[src/sv/dpd_pkg.sv]
// dpd_pkg: shared types and constants for the binary64 divider
// no dependencies
package dpd_pkg;

  localparam logic [10:0] EXP_ONES    = 11'h7FF;
  localparam logic [63:0] DEFAULT_NAN = 64'h7FF8000000000000;
  localparam int          QBITS       = 56;

  // classified item handed from front to back
  typedef struct packed {
    logic        special;   // result fully known, no division needed
    logic [63:0] result;    // special result
    logic        sign;
    logic [12:0] exp;       // signed biased exponent of quotient
    logic [52:0] ma;        // normalized dividend significand
    logic [52:0] mb;        // normalized divisor significand
  } dpd_item_t;

endpackage

[src/sv/dpd_front.sv]
// dpd_front: accepts operands, handles special cases, normalizes subnormals
// depends on dpd_pkg
module dpd_front (
  input  logic                clk,
  input  logic                rst_n,
  input  logic                in_valid,
  output logic                in_ready,
  input  logic [63:0]         in_dividend_bits,
  input  logic [63:0]         in_divisor_bits,
  output logic                fr_valid,
  input  logic                fr_ready,
  output dpd_pkg::dpd_item_t  fr_item
);

  typedef enum logic [2:0] {
    S_IDLE = 3'b001,
    S_NORM = 3'b010,
    S_OUT  = 3'b100
  } fstate_t;

  fstate_t            state_r, state_nxt;
  dpd_pkg::dpd_item_t item_r, item_nxt;

  logic        sa, sb, s;
  logic [10:0] ea, eb;
  logic [51:0] fa, fb;
  logic        a_nan, b_nan, a_inf, b_inf, a_zero, b_zero;

  assign sa = in_dividend_bits[63];
  assign sb = in_divisor_bits[63];
  assign s  = sa ^ sb;
  assign ea = in_dividend_bits[62:52];
  assign eb = in_divisor_bits[62:52];
  assign fa = in_dividend_bits[51:0];
  assign fb = in_divisor_bits[51:0];
  assign a_nan  = (ea == dpd_pkg::EXP_ONES) && (fa != '0);
  assign b_nan  = (eb == dpd_pkg::EXP_ONES) && (fb != '0);
  assign a_inf  = (ea == dpd_pkg::EXP_ONES) && (fa == '0);
  assign b_inf  = (eb == dpd_pkg::EXP_ONES) && (fb == '0);
  assign a_zero = (ea == '0) && (fa == '0);
  assign b_zero = (eb == '0) && (fb == '0);

  assign in_ready = (state_r == S_IDLE);
  assign fr_valid = (state_r == S_OUT);
  assign fr_item  = item_r;

  always_comb begin
    state_nxt = state_r;
    item_nxt  = item_r;
    unique case (state_r)
      S_IDLE: begin
        if (in_valid) begin
          item_nxt.special = 1'b1;
          item_nxt.sign    = s;
          item_nxt.result  = {s, 63'd0};
          item_nxt.ma      = {(ea != '0), fa};
          item_nxt.mb      = {(eb != '0), fb};
          // exponent: max(ea,1) - max(eb,1) + bias
          item_nxt.exp = 13'({2'b00, ((ea == '0) ? 11'd1 : ea)})
                       - 13'({2'b00, ((eb == '0) ? 11'd1 : eb)}) + 13'd1023;
          if (a_nan) begin
            item_nxt.result = in_dividend_bits;
          end else if (b_nan) begin
            item_nxt.result = in_divisor_bits;
          end else if (a_inf) begin
            item_nxt.result = b_inf ? dpd_pkg::DEFAULT_NAN
                                    : {s, dpd_pkg::EXP_ONES, 52'd0};
          end else if (b_inf) begin
            item_nxt.result = {s, 63'd0};
          end else if (b_zero) begin
            item_nxt.result = a_zero ? dpd_pkg::DEFAULT_NAN
                                     : {s, dpd_pkg::EXP_ONES, 52'd0};
          end else if (a_zero) begin
            item_nxt.result = {s, 63'd0};
          end else begin
            item_nxt.special = 1'b0;
          end
          state_nxt = S_NORM;
        end
      end
      S_NORM: begin
        // one bit shift per cycle on each operand until leading one found
        if (!item_r.special && !item_r.ma[52]) begin
          item_nxt.ma  = {item_r.ma[51:0], 1'b0};
          item_nxt.exp = item_r.exp - 13'd1;
        end
        if (!item_r.special && !item_r.mb[52]) begin
          item_nxt.mb  = {item_r.mb[51:0], 1'b0};
          item_nxt.exp = item_nxt.exp + 13'd1;
        end
        if (item_r.special || (item_r.ma[52] && item_r.mb[52]))
          state_nxt = S_OUT;
      end
      S_OUT: begin
        if (fr_ready) state_nxt = S_IDLE;
      end
      default: state_nxt = S_IDLE;
    endcase
  end

  always_ff @(posedge clk) begin
    if (!rst_n) state_r <= S_IDLE;
    else        state_r <= state_nxt;
    item_r <= item_nxt;
  end

  a_norm_done: assert property (@(posedge clk) disable iff (!rst_n)
    (fr_valid && !fr_item.special) |-> (fr_item.ma[52] && fr_item.mb[52]))
    else $error("front released unnormalized operand");
  a_hold: assert property (@(posedge clk) disable iff (!rst_n)
    (fr_valid && !fr_ready) |=> (fr_valid && $stable(fr_item)))
    else $error("front item changed while stalled");
  a_busy: assert property (@(posedge clk) disable iff (!rst_n)
    (state_r != S_IDLE) |-> !in_ready)
    else $error("front ready while busy");

endmodule

[src/sv/dpd_fifo.sv]
// dpd_fifo: two-entry queue between front and back
// depends on dpd_pkg
module dpd_fifo (
  input  logic               clk,
  input  logic               rst_n,
  input  logic               wr_valid,
  output logic               wr_ready,
  input  dpd_pkg::dpd_item_t wr_item,
  output logic               rd_valid,
  input  logic               rd_ready,
  output dpd_pkg::dpd_item_t rd_item
);

  dpd_pkg::dpd_item_t mem_r [2];
  logic       wp_r, rp_r;
  logic [1:0] cnt_r;
  logic       wr_en, rd_en;

  assign wr_ready = (cnt_r != 2'd2);
  assign rd_valid = (cnt_r != 2'd0);
  assign rd_item  = mem_r[rp_r];
  assign wr_en    = wr_valid && wr_ready;
  assign rd_en    = rd_valid && rd_ready;

  always_ff @(posedge clk) begin
    if (!rst_n) begin
      wp_r  <= 1'b0;
      rp_r  <= 1'b0;
      cnt_r <= 2'd0;
    end else begin
      if (wr_en) wp_r <= ~wp_r;
      if (rd_en) rp_r <= ~rp_r;
      cnt_r <= cnt_r + 2'(wr_en) - 2'(rd_en);
    end
    if (wr_en) mem_r[wp_r] <= wr_item;
  end

  a_cnt: assert property (@(posedge clk) disable iff (!rst_n)
    cnt_r != 2'd3) else $error("queue count out of range");
  a_ptr: assert property (@(posedge clk) disable iff (!rst_n)
    ((cnt_r == 2'd0) || (cnt_r == 2'd2)) |-> (wp_r == rp_r))
    else $error("queue pointers inconsistent");
  a_full: assert property (@(posedge clk) disable iff (!rst_n)
    (cnt_r == 2'd2 && !rd_en) |=> (cnt_r == 2'd2))
    else $error("full queue lost an entry");

endmodule

[src/sv/dpd_back.sv]
// dpd_back: radix-2 restoring divide, denormalize, then round and pack
// depends on dpd_pkg
module dpd_back (
  input  logic               clk,
  input  logic               rst_n,
  input  logic               bk_valid,
  output logic               bk_ready,
  input  dpd_pkg::dpd_item_t bk_item,
  output logic               out_valid,
  input  logic               out_ready,
  output logic [63:0]        out_quotient_bits
);

  typedef enum logic [4:0] {
    B_IDLE  = 5'b00001,
    B_DIV   = 5'b00010,
    B_SHIFT = 5'b00100,
    B_ROUND = 5'b01000,
    B_OUT   = 5'b10000
  } bstate_t;

  bstate_t     state_r, state_nxt;
  logic        sign_r, sign_nxt;
  logic [12:0] exp_r, exp_nxt;
  logic [53:0] rem_r, rem_nxt;
  logic [52:0] mb_r, mb_nxt;
  logic [55:0] q_r, q_nxt;
  logic [5:0]  cnt_r, cnt_nxt;
  logic [63:0] res_r, res_nxt;

  logic [54:0] diff;
  logic [53:0] rem_a;
  logic        qbit;
  logic [52:0] m, m_inc;
  logic [2:0]  grs;
  logic        up;

  assign diff  = {1'b0, rem_r} - {2'b00, mb_r};
  assign qbit  = !diff[54];
  assign rem_a = qbit ? diff[53:0] : rem_r;

  assign m     = q_r[55:3];
  assign grs   = q_r[2:0];
  assign up    = (grs > 3'd4) || (grs == 3'd4 && m[0]);
  assign m_inc = m + 53'(up);

  assign bk_ready          = (state_r == B_IDLE);
  assign out_valid         = (state_r == B_OUT);
  assign out_quotient_bits = res_r;

  always_comb begin
    state_nxt = state_r;
    sign_nxt  = sign_r;
    exp_nxt   = exp_r;
    rem_nxt   = rem_r;
    mb_nxt    = mb_r;
    q_nxt     = q_r;
    cnt_nxt   = cnt_r;
    res_nxt   = res_r;
    unique case (state_r)
      B_IDLE: begin
        if (bk_valid) begin
          sign_nxt = bk_item.sign;
          res_nxt  = bk_item.result;
          mb_nxt   = bk_item.mb;
          q_nxt    = '0;
          cnt_nxt  = '0;
          if (bk_item.ma < bk_item.mb) begin
            rem_nxt = {bk_item.ma, 1'b0};
            exp_nxt = bk_item.exp - 13'd1;
          end else begin
            rem_nxt = {1'b0, bk_item.ma};
            exp_nxt = bk_item.exp;
          end
          state_nxt = bk_item.special ? B_OUT : B_DIV;
        end
      end
      B_DIV: begin
        q_nxt   = {q_r[54:0], qbit};
        rem_nxt = {rem_a[52:0], 1'b0};
        cnt_nxt = cnt_r + 6'd1;
        if (cnt_r == 6'(dpd_pkg::QBITS - 1)) begin
          q_nxt[0]  = qbit | (rem_a != '0);
          state_nxt = B_SHIFT;
        end
      end
      B_SHIFT: begin
        // denormalize one bit per cycle, keeping sticky
        // far below the subnormal range only the sticky bit survives
        if ($signed(exp_r) <= -13'sd56) begin
          q_nxt   = {55'd0, |q_r};
          exp_nxt = 13'd1;
        end else if ($signed(exp_r) <= 0 && q_r != '0) begin
          q_nxt   = {1'b0, q_r[55:2], q_r[1] | q_r[0]};
          exp_nxt = exp_r + 13'd1;
        end else begin
          state_nxt = B_ROUND;
        end
        if ($signed(exp_r) <= 0 && q_r == '0) state_nxt = B_ROUND;
      end
      B_ROUND: begin
        if ($signed(exp_r) >= 13'sd2047) begin
          res_nxt = {sign_r, dpd_pkg::EXP_ONES, 52'd0};
        end else if ($signed(exp_r) <= 0) begin
          // fully zero quotient
          res_nxt = {sign_r, 63'd0};
        end else if (!q_r[55]) begin
          // subnormal path; carry into bit 52 forms exponent 1
          res_nxt = {sign_r, 10'd0, m_inc};
        end else if (m_inc[52] == 1'b0 && m[52]) begin
          // rounding overflowed 2.0: mantissa 1.0
          if (exp_r + 13'd1 >= 13'd2047)
            res_nxt = {sign_r, dpd_pkg::EXP_ONES, 52'd0};
          else
            res_nxt = {sign_r, 11'(exp_r + 13'd1), 52'd0};
        end else begin
          res_nxt = {sign_r, exp_r[10:0], m_inc[51:0]};
        end
        state_nxt = B_OUT;
      end
      B_OUT: begin
        if (out_ready) state_nxt = B_IDLE;
      end
      default: state_nxt = B_IDLE;
    endcase
  end

  always_ff @(posedge clk) begin
    if (!rst_n) state_r <= B_IDLE;
    else        state_r <= state_nxt;
    sign_r <= sign_nxt;
    exp_r  <= exp_nxt;
    rem_r  <= rem_nxt;
    mb_r   <= mb_nxt;
    q_r    <= q_nxt;
    cnt_r  <= cnt_nxt;
    res_r  <= res_nxt;
  end

  a_rem: assert property (@(posedge clk) disable iff (!rst_n)
    (state_r == B_DIV) |-> (rem_r < {mb_r, 1'b0}))
    else $error("partial remainder out of range");
  a_lead: assert property (@(posedge clk) disable iff (!rst_n)
    (state_r == B_DIV && cnt_r == 6'(dpd_pkg::QBITS - 1)) |=> q_r[55])
    else $error("quotient lost its leading one");
  a_hold: assert property (@(posedge clk) disable iff (!rst_n)
    (out_valid && !out_ready) |=> (out_valid && $stable(out_quotient_bits)))
    else $error("result changed while stalled");

endmodule

[src/sv/double_precision_divider.sv]
// double_precision_divider: binary64 divide, round to nearest even
// depends on dpd_pkg, dpd_front, dpd_fifo, dpd_back
//
//  channel  signals                                   direction
//  in       in_valid/in_ready, in_dividend_bits,      input
//           in_divisor_bits
//  out      out_valid/out_ready, out_quotient_bits    output
//
// front: accept, then one-bit normalization steps
// back: load, 56 quotient bits (radix 2), denormalize, round
// typical normal operands: the divide loop dominates; the front can accept new operands while the back still divides
// special cases skip the divide and go straight from load to output in the back
// rst_n synchronous active low clears control only; either side stalls on its own
module double_precision_divider (
  input  logic        clk,
  input  logic        rst_n,
  input  logic        in_valid,
  output logic        in_ready,
  input  logic [63:0] in_dividend_bits,
  input  logic [63:0] in_divisor_bits,
  output logic        out_valid,
  input  logic        out_ready,
  output logic [63:0] out_quotient_bits
);

  // front to queue
  logic               fr_valid, fr_ready;
  dpd_pkg::dpd_item_t fr_item;
  // queue to back
  logic               bk_valid, bk_ready;
  dpd_pkg::dpd_item_t bk_item;

  // classify and normalize
  dpd_front u_front (
    .clk, .rst_n,
    .in_valid, .in_ready, .in_dividend_bits, .in_divisor_bits,
    .fr_valid, .fr_ready, .fr_item
  );

  // decoupling queue
  dpd_fifo u_fifo (
    .clk, .rst_n,
    .wr_valid(fr_valid), .wr_ready(fr_ready), .wr_item(fr_item),
    .rd_valid(bk_valid), .rd_ready(bk_ready), .rd_item(bk_item)
  );

  // divide, round, pack
  dpd_back u_back (
    .clk, .rst_n,
    .bk_valid, .bk_ready, .bk_item,
    .out_valid, .out_ready, .out_quotient_bits
  );

endmodule
[config.mk]
export PLATFORM = sky130hd
export DESIGN_NAME = double_precision_divider
export DESIGN_NICKNAME = d
export VERILOG_FILES = /design/src/sv/dpd_pkg.sv /design/src/sv/dpd_front.sv /design/src/sv/dpd_fifo.sv /design/src/sv/dpd_back.sv /design/src/sv/double_precision_divider.sv
export SDC_FILE = /design/constraint.sdc
export NUM_CORES = 1
export LEC_CHECK = 0
export ABC_AREA = 1
export BUFFER_PORTS_ARGS = -buffer_cell sky130_fd_sc_hd__buf_2
export CORE_ASPECT_RATIO = 2
export CORE_UTILIZATION = 40
export DETAILED_ROUTE_END_ITERATION = 7
export HOLD_SLACK_MARGIN = 0.02
export PLACE_DENSITY = 0.68
export SETUP_SLACK_MARGIN = 0.4
export SYNTH_ARGS = -nofsm -noshare
export SYNTH_HDL_FRONTEND = slang
export SYNTH_SLANG_ARGS = --single-unit
[constraint.sdc]
create_clock -name clk -period 8.9 [get_ports clk]
set_clock_uncertainty 0.15 [all_clocks]
set_input_delay 0.445 -clock clk [delete_from_list [all_inputs] [get_ports clk]]
set_output_delay 0.445 -clock clk [all_outputs]
set_load 0.01 [all_outputs]
=== Word-level counts from Yosys, hierarchy flattened ===
Memories as Yosys holds them, arrays and structs flattened. A register that Yosys moved wholly into a read port is not among the register bits.
Cells that the tools add are included.
W data, S select, Z words.

* Bits in registers: 444
* Bits in writable memories: 370
* Bits of input ports: 132
* Output and inout port bits: 66
* Logic and storage cells: 172
* Memories: 1

{| class="wikitable"
|+ Memory list
! memory !! words !! width !! rd ports !! clocked after Yosys merged registers in !! write ports !! line !! RTL
|-
| u_fifo.mem_r || 2 || 185 || 1 || 1 || 1 || dpd_fifo.sv:14 || <nowiki>dpd_pkg::dpd_item_t mem_r [2];</nowiki>
|}

* Add/sub/neg operators: 11
* Magnitude comparators: 6
* Eq/ne operators: 24
* Multiplexer cells: 55
* Bitwise operators: 6
* Reduce and logical (&&, ||, !) cells: 51

{| class="wikitable"
|+ Operators by type and width
! operator !! count
|-
| $mux W64 || 8
|-
| $mux W63 || 5
|-
| $pmux W119 S2 || 1
|-
| $mux W56 || 3
|-
| $pmux W56 S3 || 1
|-
| $mux W54 || 3
|-
| $mux W66 || 2
|-
| $pmux W64 S2 || 1
|-
| $mux W119 || 1
|-
| $pmux W54 S2 || 1
|-
| $logic_not A52 Y1 || 2
|-
| $reduce_bool A52 Y1 || 2
|-
| $mux W13 || 5
|-
| $logic_not A56 Y1 || 1
|-
| $reduce_bool A56 Y1 || 1
|-
| $reduce_or A56 Y1 || 1
|-
| $sub A54 B53 Y55 || 1
|-
| $reduce_bool A54 Y1 || 1
|-
| $add A53 B1 Y53 || 1
|-
| $lt A53 B53 Y1 || 1
|-
| $mux W53 || 1
|-
| $mux W5 || 7
|-
| $add A13 B1 Y13 const B || 2
|-
| $pmux W13 S2 || 1
|-
| other kinds (46) || 100
|}

=== Logic depth before layout (Yosys ltp) ===
* Depth in word-level cells: 11
* Mapped depth: 26
* Depth with buffers taken out: 26

=== Cells and area by module ===
A second synthesis with hierarchy kept.

* Cells, all modules: 4,553
* Area total of the unflattened synthesis: 44,183.6 um2

{| class="wikitable"
|+ Modules (own cells, without submodules)
! module !! instances !! cells an instance !! area an instance (um2) !! sequential area each (um2)
|-
| dpd_back || 1 || 2,746 || 19,800.2 || 7,517.2
|-
| dpd_fifo || 1 || 612 || 14,214.9 || 11,210.8
|-
| dpd_front || 1 || 1,195 || 10,168.5 || 5,615.4
|}

=== Least setup slack after synthesis ===
No wires, ideal clock.

* Kind: reg-to-reg
* From: reg u_front.state_r[2]
* To: mem u_fifo.mem_r[1][0] (netlist bit) (enable)
* Library setup time: 734 ps
* Data arrival time: 8,401 ps
* Data required time: 8,016 ps
* Path slack: -385 ps
* Stages on the path, launching flop included: 5
* Path buffers: 0
* Clock period less this slack: 9,285 ps
* Path through: dfxtp_1 -> nand3_1 -> a21oi_1 -> inv_1 -> nor2_1

* Cells in the longest elaborated chain, start to end: 4

{| class="wikitable"
|+ Ends and longest elaborated chain
! element !! line !! RTL
|-
| from (decl) || dpd_front.sv:21 || <nowiki>fstate_t state_r, state_nxt;</nowiki>
|-
| from (signal assigned) || dpd_front.sv:103 || <nowiki>else state_r <= state_nxt;</nowiki>
|-
| $eq A3 B3 Y1 || dpd_front.sv:44 || <nowiki>assign fr_valid = (state_r == S_OUT);</nowiki>
|-
| $logic_and A1 B1 Y1 || dpd_fifo.sv:22 || <nowiki>assign wr_en = wr_valid && wr_ready;</nowiki>
|-
| via u_fifo.wr_en || dpd_fifo.sv:17 || <nowiki>logic wr_en, rd_en;</nowiki>
|-
| $mux W1 || dpd_fifo.sv:35 || <nowiki>if (wr_en) mem_r[wp_r] <= wr_item;</nowiki>
|-
| $mux W1 (implied by the code) || dpd_fifo.sv:35 ||
|-
| to (decl) || dpd_fifo.sv:14 ||
|}

The timed path passes the listed nets, and every way through them passes these cells.

==> results.md <==
- Outcome: complete, no violations
- CP Capture Type: flop
- Vias in the first global route: 33.5k
- Mapped Avg Cell Area: 9.31 um2
- Top post-synthesis cells by area: edfxtp_1 (56%), nand2_1 (10%), inv_1 (6.2%), o21ai_0 (4.2%), ha_1 (3.7%)
- Upper clock frequency limit: 178 MHz
- Period minus WS final: 5.63 ns
- Peak supply drop: 0.208 mV
- Syn_nets: 4902
- RSZ-0062 raised after global routing: false
- Die Width: 234 um
- Die Height: 467 um
- P&R area growth vs syn: 11.7%
- Area of the mapped netlist: 43200 um2
- CP max stage cell: o21ai_0
- Die area: 109000 um2
- Worst Path Required: 9.10 ns
- Initial antenna violation count: 6
- Final hold vios: 0
- Inserted Clock Buffers: 69
- Crit path cell chain: inv_4 -> or2_2 -> o21ai_0 -> inv_1 -> ha_1 -> nand2_1 -> o21a_1 -> o221ai_1 -> a21oi_1 -> o21ai_0 -> nand4_1 -> nand2_4 -> buf_4 -> nand2_1 -> o211ai_1 -> o21ai_0
- Final worst path period share: 63.3%
- Top cells by count, synth: nand2_1 (1195), edfxtp_1 (802), inv_1 (718), o21ai_0 (360), nor2_1 (231)
- I/O pin count: 198
- Critical Path AT: 5.83 ns
- CTS root buf: clkbuf_16
- Hold_sp: in_divisor_bits[31]
- Max-slew violations: 0
- Post-CTS setup repair buffer count: 0
- Most used cell along the critical path: o21ai_0
- Layout Cells excl Fill: 6257
- CP Buf/Inv Count: 3
- CTS sink count: 815
- Gp weighted congestion: 1.01
- Crit path max fanout: 59
- Total negative slack: 0 ns
- Ys Warns: 0
- Hold path endpoint: u_front.fr_item[151]
- Most frequent cell after synthesis: nand2_1
- 1st-iter DRT viols: 2389
- First-pass GRT wire length: 203 mm
- Crit path launch type: flop
- CTS tree: built
- Net count reported at finish: 5088
- Least-Margin Pin Slew: 1.32 ns
- Share of cells above drive strength 1: 11.1%
- Synthesis-stage register bit count: 815
- Cell count along the critical path: 16
- Setup-failing EPs final: 0
- Largest area contributor in the netlist: edfxtp_1
- Type of the worst min-delay path: in2reg
- Grt ovf: 0
- Post-synth EDFFs: 802
- Port buffer count: 197
- Top-area cell type share of the netlist area: 55.8%
- Core area: 107000 um2
- Detailed Place HPWL: 107 mm
- ANT nets after route: 0
- PostCTS Resize Cnt: 0
- Async SR Flop Fraction: 0%
- Clock Latency Late Sink: 0.66 ns
- Starting Density: 40.3%
- Slew Limit Headroom: 11.2%
- Drt pass-1 iters: 6
- Bufs on Longest Clock Path: 3
- FF-to-FF End: u_back.rem_r[10]
- Gr usage total: 25.3%
- Synth cell types: 66
- CP Class: reg2reg
- Cell Pwr Density: 338 nW/um2
- Post-route DRC: 0
- Final wirelength: 138 mm
- Hold Path Depth: 3
- Maximum single-stage delay on the critical path: 1.04 ns
- CP delay by family, top: compound AO/OA/AOI/OAI gates
- Rows: 170
- Leak pwr: 19.7 nW
- Ys flop type: edfxtp_1
- H-tree Lvls: 3
- Routed WL per cell: 22.0 um
- Post-Syn Instances: 4641
- CTS clk-pin slew, worst paths: 0.08 ns
- Pin count of the biggest net entering global routing: 123
- Routed vias/inst: 5.30
- Worst reg2reg setup slack: 3.27 ns
- Cells on worst reg2reg path: 16
- Max-cap viol count: 0
- Routed vias: 33.2k
- Placed insts: 6098
- Sequential share of the synthesized area: 56.4%
- Fillers: 10.3k
metal layers:
layer  GRT usage, %  routed length (um)  part of all wire [%]  vias to the layer above
li1               -                   -                     -                    15967
met1           25.3               47100                    34                    15726
met2           46.6               72300                    52                     1071
met3           2.91                6110                   4.4                      402
met4           19.8               12400                   9.0                        4
met5              0                  24                 0.017                        -
tightest hold or removal path, stage by stage:
cell and delay, ns:
buf_2 0.13, nand3_1 0.08, o21ai_0 0.10
cells in the final DEF (no fill, tap or decap), types with 9 or more instances in the layout:
cell type	n
a21oi_1	140
a31oi_1	10
a32oi_1	10
buf_2	197
buf_4	36
clkbuf_1	10
clkbuf_16	70
clkinv_1	10
clkinv_2	13
dfxtp_1	12
dlygate4sd3_1	34
edfxtp_1	802
ha_1	127
inv_1	717
mux2i_1	30
nand2_1	1190
nand3_1	211
nand3b_1	11
nand4_1	71
nor2_1	225
nor2_4	9
nor3_1	86
nor4_1	49
o211ai_1	24
o21ai_0	359
o21ai_2	32
o22ai_1	62
o31ai_1	10
or2_2	105
xnor2_1	27
xor2_1	66
power by group:
group          switching [mW]  leakage [nW]  internal, mW
combinational            4.71          11.1          1.79
sequential              0.720          7.54          5.96
clock                    1.44          1.12          1.70
worst max path at each step:
stage / from / to / slack [ns]
after global placement: flop / u_back.rem_r[2] / 3.42
after CTS: flop / u_back.rem_r[11] / 3.34
after floorplan: u_front.state_r[2] / u_front.fr_item[100] / 1.99
after global routing: flop / u_back.rem_r[10] / 3.07
final: flop / u_back.rem_r[10] / 3.27
after detailed placement: flop / u_back.rem_r[10] / 3.39
cell type report:
cell class	count	area, um2	share of cell area, %
Multi-Input combinational cell	2941	15500	32.1
Antenna cell	3	7.51	0.0156
Clock buffer	80	1790	3.71
Timing Repair Buffer	268	1620	3.35
Inverter	732	2760	5.72
Clock inverter	42	509	1.06
Sequential cell	815	24300	50.4
Tap cell	1376	1720	3.57
metrics by stage:
stage | instance area, um2 | util (%) | setup WS, ns | power [mW] | hold slack, ns
6_report | 48300 | 45.0 | 3.27 | 16.3 | 0.0605
5_1_grt | 48300 | 45.0 | 3.07 | 17.2 | 0.0493
4_1_cts | 48300 | 45.0 | 3.34 | 16.3 | 0.0207
3_5_place_dp | 45600 | 42.6 | 3.39 | 13.2 | 0.282
3_3_place_gp | 45600 | 42.6 | 3.42 | 13.1 | 0.273
2_1_floorplan | 43200 | - | 1.99 | 10.8 | 0.271
kinds of logic after synthesis:
group,share of synthesized area (%)
xor+xnor,1.89
flops,56.4
mux,0.695
compound gates,9.31
simple gates,20.0
fa+ha+maj,3.77
buf+inv,7.96
flip-flops by register name, indices dropped and copies added, names as in the netlist, named ones only:
| signal | flops |
|---|---|
| u_fifo.mem_r | 370 |
| u_front.fr_item | 185 |
| u_back.out_quotient_bits | 64 |
| u_back.q_r | 56 |
| u_back.rem_r | 54 |
| u_back.mb_r | 53 |
| u_back.exp_r | 13 |
| u_back.cnt_r | 6 |
| u_back.state_r | 5 |
| u_front.state_r | 3 |
| u_fifo.cnt_r | 2 |
| u_back.sign_r | 1 |
| u_fifo.rp_r | 1 |
| u_fifo.wp_r | 1 |
what timing repair did:
action / CTS / global route
setup endpoints to repair: 0 / 0
hold buffers: 34 / 0
endpoints found under the hold margin: 50 / 0
No activity file was read; power rests on OpenSTA's default activity.
